===== config.mk =====
export PLATFORM = sky130hd
export DESIGN_NAME = sesa_cell
export DESIGN_NICKNAME = d
export VERILOG_FILES = /design/src/hw/rtl/sesa_pkg.sv /design/src/hw/rtl/sesa_cell.sv
export SDC_FILE = /design/constraint.sdc
export NUM_CORES = 1
export LEC_CHECK = 0
export CORE_MARGIN = 5
export CORE_UTILIZATION = 69
export CTS_CLUSTER_SIZE = 10
export DETAILED_ROUTE_END_ITERATION = 10
export DONT_BUFFER_PORTS = 1
export PLACE_DENSITY_LB_ADDON = 0.2
export SLEW_MARGIN = 10
export SYNTH_ARGS = -nofsm -noshare
export SYNTH_HDL_FRONTEND = slang
export SYNTH_SLANG_ARGS = --single-unit

===== constraint.sdc =====
create_clock -name clk -period 6.8 [get_ports clk]
set_input_delay 1.7 -clock clk [delete_from_list [all_inputs] [get_ports clk]]
set_output_delay 1.7 -clock clk [all_outputs]
set_load 0.01 [all_outputs]

===== src/hw/rtl/sesa_pkg.sv =====
// ----------------------------------------------------------------------------
// sesa_pkg
// shared constants and types for the scanline edge span accumulator
// ----------------------------------------------------------------------------
package sesa_pkg;

  localparam int ROWS    = 200;
  localparam int COLUMNS = 320;
  localparam int ROW_W   = (ROWS > 1) ? $clog2(ROWS) : 1;
  localparam int X_W     = 16;

  typedef enum logic [1:0] {
    CMD_HSPAN = 2'd0,
    CMD_VSPAN = 2'd1,
    CMD_DRAIN = 2'd2
  } cmd_t;

  typedef enum logic [1:0] {
    ST_IDLE,
    ST_SWEEP,
    ST_EMIT
  } state_t;

  // broadcast widen request, row range is already clamped
  typedef struct packed {
    logic                  en;
    logic signed [X_W-1:0] lo;
    logic signed [X_W-1:0] hi;
    logic signed [X_W-1:0] xl;
    logic signed [X_W-1:0] xr;
  } widen_t;

  // drain request: read and empty one row
  typedef struct packed {
    logic             en;
    logic [ROW_W-1:0] row;
  } drain_t;

  // edge pair travelling down the chain
  typedef struct packed {
    logic                  tok;
    logic signed [X_W-1:0] left;
    logic signed [X_W-1:0] right;
  } chain_t;

endpackage


===== src/hw/rtl/sesa_cell.sv =====
// ----------------------------------------------------------------------------
// sesa_cell
// one row of the edge table plus one stage of the readout chain
// ----------------------------------------------------------------------------
module sesa_cell
  import sesa_pkg::*;
(
  input  logic             clk,
  input  logic             rst,
  input  logic [ROW_W-1:0] row_id,
  input  widen_t           widen,
  input  drain_t           drain,
  input  chain_t           chain_in,
  output chain_t           chain_out
);

  logic signed [X_W-1:0] left;
  logic signed [X_W-1:0] right;
  logic signed [X_W-1:0] row_s;
  logic                  hit_w;
  logic                  hit_d;

  assign row_s = $signed({{(X_W-ROW_W){1'b0}}, row_id});
  assign hit_w = widen.en && (row_s >= widen.lo) && (row_s <= widen.hi);
  assign hit_d = drain.en && (drain.row == row_id);

  always_ff @(posedge clk) begin
    if (rst) begin
      left          <= X_W'(COLUMNS);
      right         <= '1;
      chain_out.tok <= 1'b0;
    end else begin
      if (hit_d) begin
        left      <= X_W'(COLUMNS);
        right     <= '1;
        chain_out <= '{tok: 1'b1, left: left, right: right};
      end else begin
        chain_out <= chain_in;
        if (hit_w) begin
          if (left > widen.xl) left <= widen.xl;
          if (right < widen.xr) right <= widen.xr;
        end
      end
    end
  end

endmodule


Word-level counts from Yosys, hierarchy flattened
Index checks and enable logic that the tools add are counted.
{"block": "totals", "out_inout_bits": 33, "reg_bits": 65}
{"block": "classes", "n_lt_le_gt_ge": 4, "n_mux": 1, "reduce_logical": 6, "n_eq_ne": 1}
{"op": "two-way mux 33 bit", "n": 1}
{"op": "greater-or-equal comparator 9 x 16 -> 1 bit", "n": 1}
{"op": "> comparator 16 bit", "n": 1}
{"op": "<= comparator 9 x 16 -> 1 bit", "n": 1}
{"op": "less-than comparator 16 bit", "n": 1}
{"op": "equality test 8 bit", "n": 1}
{"op": "AND reduction 2 bit", "n": 2}
{"op": "logical AND 1 bit", "n": 3}
{"op": "OR reduction 2 bit", "n": 1}

Longest topological paths before layout
Gate-level depths: netlist of the first run.
{"block": "depth", "ltp_word": 4, "ltp_mapped": 11}

Least setup slack after synthesis of the first run
No wires, ideal clock.
{"block": "synth_path", "path_type": "input -> register", "from": "input widen[39] (netlist name)", "to": "register left[0]", "stages": 11, "path_slack_ps": 2991, "t_required_ps": 6713, "setup_time_ps": 87, "arrival_ps": 3722, "n_path_buf": 2, "path_cell_list": "inv_1 > ha_1 > nand4_1 > or3_1 > a31o_1 > a221oi_4 > and4b_1 > buf_6 > buf_12 > nand3_2 > o31ai_1"}
{"block": "synth_via", "elab_chain_cells": 3}
{"item": "start, declared", "line_no": "sesa_cell.sv:11", "text": "input widen_t widen,"}
{"item": "<= comparator 9 x 16 -> 1 bit", "line_no": "sesa_cell.sv:24", "text": "assign hit_w = widen.en && (row_s >= widen.lo) && (row_s <= widen.hi);"}
{"item": "logical AND 1 bit", "line_no": "sesa_cell.sv:24"}
{"item": "AND reduction 2 bit (no line)"}
{"item": "end signal, assigned", "line_no": "sesa_cell.sv:29", "text": "left <= X_W'(COLUMNS);"}
{"item": "end signal, assigned", "line_no": "sesa_cell.sv:34", "text": "left <= X_W'(COLUMNS);"}
{"item": "end signal, assigned", "line_no": "sesa_cell.sv:40", "text": "if (left > widen.xl) left <= widen.xl;"}
{"item": "end, declared", "line_no": "sesa_cell.sv:17", "text": "logic signed [X_W-1:0] left;"}
Every way passes these cells.
A chain may end at the register's enable or synchronous reset.

Worst setup path in the final report of the first run
{"block": "layout_path", "from": "input widen[39] (netlist name)", "to": "register left[6]"}
The elaborated chain is that of the path after synthesis.

==> results of run 1 <==
[power by group through the flow]
stage,logic [µW],registers [µW],clock network [µW]
2_1_floorplan,87.6,460,0
3_3_place_gp,98.8,464,0
3_5_place_dp,103,464,0
4_1_cts,103,456,270
5_1_grt,119,458,293
6_report,103,455,264
[placed cells by master, fill, tap and decap left out, types with 3 or more instances in the layout]
master,instances
inv_1,50
ha_1,47
dfxtp_1,33
mux2_2,32
edfxtp_1,32
nand2_1,25
a211o_1,17
a21boi_0,15
a21oi_1,14
nand3_2,14
o21ai_2,13
o21ai_0,9
clkbuf_8,9
xor2_1,7
nor2_1,7
nand4_1,6
a31oi_1,6
nor4_1,4
a211oi_1,4
nand2b_1,3
a21o_1,3
nor3_1,3
nor2b_1,3
buf_4,3
[cell type report]
class                           instances  area [µm²]
Multi-Input combinational cell        252        2160
Sequential cell                        65        1622
Clock buffer                           10       127.6
Timing Repair Buffer                    3       22.52
Tap cell                               75       93.84
Inverter                               50       187.7
Clock inverter                          5       25.02
Fill cell                             416        1613
[sequential cells by signal, summed over array words and instances (netlist names)]
register and count:
chain_out 33, left 16, right 16
[metal layers]
| layer | global-route usage [%] | part of all wire (%) |
|---|---|---|
| met1 | 26.05 | 39 |
| met2 | 39.20 | 52 |
| met3 | 9.082 | 8.1 |
| met4 | 5.949 | 0.69 |
| met5 | 0 | 0.16 |
[through the flow]
stage | hold slack (ps) | total power (µW)
floorplan | 446.4 | 547.2
finish | 479.3 | 822.6
CTS | 482.0 | 828.6
global placement | 461.1 | 562.6
detailed placement | 472.7 | 566.4
global route | 502.8 | 870.3
[final timing paths]
check | from | end | slack, ps | cells past startpoint
setup / recovery | widen[39] | left[6] | 2310 | 9
hold / removal | left[2] | left[2] | 480 | 2
setup reg to reg | right[2] | right[0] | 3830 | 8
hold reg to reg | left[2] | left[2] | 480 | 2
[logic make-up after synthesis]
logic type,share of synthesized area (%)
mux,9.058
buf+inv,7.925
simple gates,11.17
fa+ha+maj,14.38
compound gates,16.10
xor+xnor,1.714
flops,39.66
[worst register-to-register path: cells and delay by family, from the launching register on]
| family | cells | cell delay (ps) |
|---|---|---|
| AOI/OAI and AO/OA | 5 | 900 |
| muxes | 1 | 680 |
| and+or+nand+nor | 1 | 620 |
| DFF | 1 | 320 |
| adders and majority gates | 1 | 290 |
==> results_dict.tcl, run 1 <==
set metrics [dict create \
    synthesis.area_mm2 0.004089 \
    crit_chain "inv_1 > ha_1 > nand4_1 > or3_1 > a31o_1 > a221oi_4 > and4b_2 > nor3_1 > a31oi_1" \
    relSlewSlack_pct 27.23 \
    cts_setup_buffers 0 \
    drive_gt1_share_pct 21.04 \
    hold_viol 0 \
    antenna_found_initial 1 \
    p_seq_share_pct 55.3 \
    wl_um 8296 \
    crit_family "simple AND/OR/NAND/NOR gates" \
    power.internal_uw 608.2 \
    grt_pass1_wl_um 13450 \
    switching_share_pct 26.06 \
    die_w_um 86.98 \
    utilization_pct 72.43 \
    cts_sinks 65 \
    critPathMaxFanout 32 \
    cts_buffer_depth 2 \
    initial_core_util_pct 69.89 \
    p_sw_uw 214.4 \
    yosys.area.top_type "edfxtp_1" \
    drt_iter0_drc 104 \
    ys_ff_latch 65 \
    slowest_stage "and4b_2" \
    crit_buf_inv 1 \
    fmax_mhz 222.9 \
    vias 2768 \
    pwr-share-comb_pct 12.6 \
    grt_pass1_vias 2923 \
    arrival_ps 4740 \
    h-tree-depth 3 \
    routabilityCongestion 0.8281 \
    port_buffers 0 \
    ir_drop_uv 148.7 \
    p_clk_share_pct 32.1 \
    ys_seq_area_share_pct 39.66 \
    finalNonFillerCells 460 \
    synthDistinctLibCells 45 \
    antenna_cells 0 \
    powerDensity_mw_per_mm2 194.1 \
    ant_nets 0 \
    layout_setup_ws_ps 2314 \
    overflow 0 \
    drc 0 \
    cts_tree "built" \
    dp.cells 445 \
    track_usage_pct 22.70 \
    std_cell_rows 28 \
    yosysWarnings 0 \
    placed_area_mm2 0.004081 \
    worst_slew_pin_slew_ps 1083 \
    synth_edf_count 32 \
    root_buffer "clkbuf_8" \
    required_ps 7050 \
    cts_resized 0 \
    num-nets-final 545 \
    worst_path_largest_cell_delay_ps 980 \
    cts_buffers 9 \
    period_minus_slack_ps 4486 \
    synth_common_cells "inv_1, ha_1, dfxtp_1" \
    die_h_um 86.98 \
    path_clk_slew_ps 70 \
    post_drt_wl_per_cell_um 18.03 \
    hp-class "flop to flop" \
    finalCritPeriodShare_pct 65.97 \
    synth_area_leaders "edfxtp_1, dfxtp_1, ha_1" \
    syn_area_per_cell_um2 10.68 \
    fin_tns_setup_ps 0 \
    io_pins 150 \
    dr.pass1.iters 4 \
    syn_inst 383 \
    synth_most_common_cell "inv_1" \
    core_mm2 0.005851 \
    max_cap_violations 0 \
    synthFlopType "dfxtp_1" \
    async_flop_share_pct 0 \
    maxSlewViolCount 0 \
    final_area_mm2 0.004238 \
    setup_viol 0 \
    syn_nets 547 \
    status "complete, no violations" \
    die_area_mm2 0.007566 \
    via_per_inst 6.017 \
    dp_hpwl_um 6401 \
    grt_max_degree 33 \
    cts_hold_buf 0 \
    clk-insertion-delay-late_ps 330 \
    cp-start-kind "primary input" \
    power_leakage_uw 0.001744 \
    rsz0062_at_grt "no" \
    fin_skew_ps 12.73 \
    end_kind "flop" \
    yosysTopAreaCellShare_pct 23.50 \
    area_growth_pct 3.641 \
    place_ws_ps 1995 \
    criticalPathCategory "primary input to flop" \
]
No activity file was read; power rests on OpenSTA's default activity.
==> inputs of run 2 (changes only) <==
--- a/config.mk
+++ b/config.mk
@@ -6,7 +6,7 @@
 export NUM_CORES = 1
 export LEC_CHECK = 0
 export CORE_MARGIN = 5
-export CORE_UTILIZATION = 69
+export CORE_UTILIZATION = 64
 export CTS_CLUSTER_SIZE = 10
 export DETAILED_ROUTE_END_ITERATION = 10
 export DONT_BUFFER_PORTS = 1
==> constraint.sdc (replaced) <==
create_clock -name clk -period 4.4 [get_ports clk]
set_input_delay 1.1 -clock clk [delete_from_list [all_inputs] [get_ports clk]]
set_output_delay 1.1 -clock clk [all_outputs]
set_load 0.01 [all_outputs]
==> results_dict.tcl, run 2 (synthesis results as in run 1) <==
set metrics [dict create \
    status "complete, no violations" \
    cts_sinks 65 \
    num-nets-final 548 \
    fin_skew_ps 9.730 \
    setup_viol 0 \
    mostFrequentLayoutCell "inv_1" \
    rsz0062_at_grt "no" \
    final_area_mm2 0.004320 \
    relSlewSlack_pct 57.86 \
    core_mm2 0.006277 \
    cts_setup_buffers 0 \
    grt_max_degree 36 \
    critPathMaxFanout 17 \
    vias 2792 \
    root_buffer "clkbuf_8" \
    worst_slew_pin_slew_ps 632.1 \
    cp-start-kind "primary input" \
    power_leakage_uw 0.001793 \
    port_buffers 0 \
    fin_tns_setup_ps 0 \
    clk-insertion-delay-late_ps 340 \
    powerDensity_mw_per_mm2 329.1 \
    seq_area_mm2 0.001622 \
    area_growth_pct 5.661 \
    overflow 0 \
    ir_drop_uv 226.0 \
    required_ps 4670 \
    via_per_inst 5.991 \
    path_clk_slew_ps 70 \
    dp.cells 450 \
    std_cell_rows 29 \
    top_regs "chain_out x33, left x16, right x16" \
    maxSlewViolCount 0 \
    die_h_um 89.93 \
    cts_buffers 9 \
    hold_viol 0 \
    wl_um 8567 \
    grt_pass1_wl_um 14100 \
    top_register "chain_out" \
    fmax_mhz 305.4 \
    ant_nets 0 \
    die_w_um 89.93 \
    multi_input_area_mm2 0.002156 \
    hp-class "flop to flop" \
    drt_iter0_drc 75 \
    dp_hpwl_um 6494 \
    dr.pass1.iters 4 \
    cts_hold_buf 0 \
    utilization_pct 68.83 \
    finalNonFillerCells 466 \
    cts_tree "built" \
    initial_core_util_pct 65.14 \
    drive_gt1_share_pct 21.59 \
    cts_buffer_depth 2 \
    period_minus_slack_ps 3275 \
    drc 0 \
    die_area_mm2 0.008087 \
    criticalPathCategory "primary input to flop" \
    max_cap_violations 0 \
    antenna_found_initial 0 \
    placed_area_mm2 0.004106 \
    post_drt_wl_per_cell_um 18.38 \
    h-tree-depth 3 \
    largest_register_ff_count 33 \
    arrival_ps 3550 \
    antenna_cells 0 \
    io_pins 150 \
    final_cell_mix "inv_1, ha_1, dfxtp_1" \
    end_kind "flop" \
    cts_resized 0 \
    routabilityCongestion 0.8079 \
    finalCritPeriodShare_pct 74.42 \
    track_usage_pct 21.12 \
    grt_pass1_vias 2849 \
    fillers 485 \
]
==> run 2: cell count changes in the layout (fill, tap and decap cells not counted), moves of 2 or more <==
cell,change
buf_4,+3
clkinv_1,-2
bufinv_16,+2
clkbuf_1,+2
==> run 2: final timing paths <==
kind / start / end / slack, ps / cells after the start
min reg2reg: left[2] / left[2] / 490 / 2
max: widen[39] / right[1] / 1130 / 9
max reg2reg: left[15] / left[8] / 1690 / 9
min: left[2] / left[2] / 490 / 2
==> run 2: final cells by class <==
cell class              count  area share (%)
clock buffers              13           3.446
clock inverters             3           1.506
inverters                  50           4.344
multi-input cells         252           49.90
flip-flops and latches     65           37.53
well taps                  77           2.230
repair buffers              6           1.043
==> run 2: report_power, final <==
part           switching [µW]  total [µW]  internal [µW]
Clock                     222         556            335
Combinational            89.3         162           72.4
Sequential               30.1         704            674
==> run 2: metrics by stage <==
step	setup slack, ps	hold slack, ps	power [µW]
after floorplan	1191	446.4	845.7
after global placement	862.1	463.7	873.1
after detailed placement	794.8	478.4	878.6
after CTS	1146	485.9	1435
after global routing	937.2	506.6	1488
final	1125	485.7	1422
==> run 2: metal layers <==
metal,vias up,track usage [%],part of all wire [%]
met5,-,0,0
met4,0,7.072,1.2
met3,9,6.594,7.4
met2,86,35.67,50
met1,1304,25.48,41
li1,1393,-,-
==> run 2: critical path, stage by stage <==
cell and delay (ps):
inv_1 30, ha_1 300, nand4_1 140, or3_1 380, a31o_1 250, a221oi_4 300
buf_4 250, and2_1 560, a211o_1 220
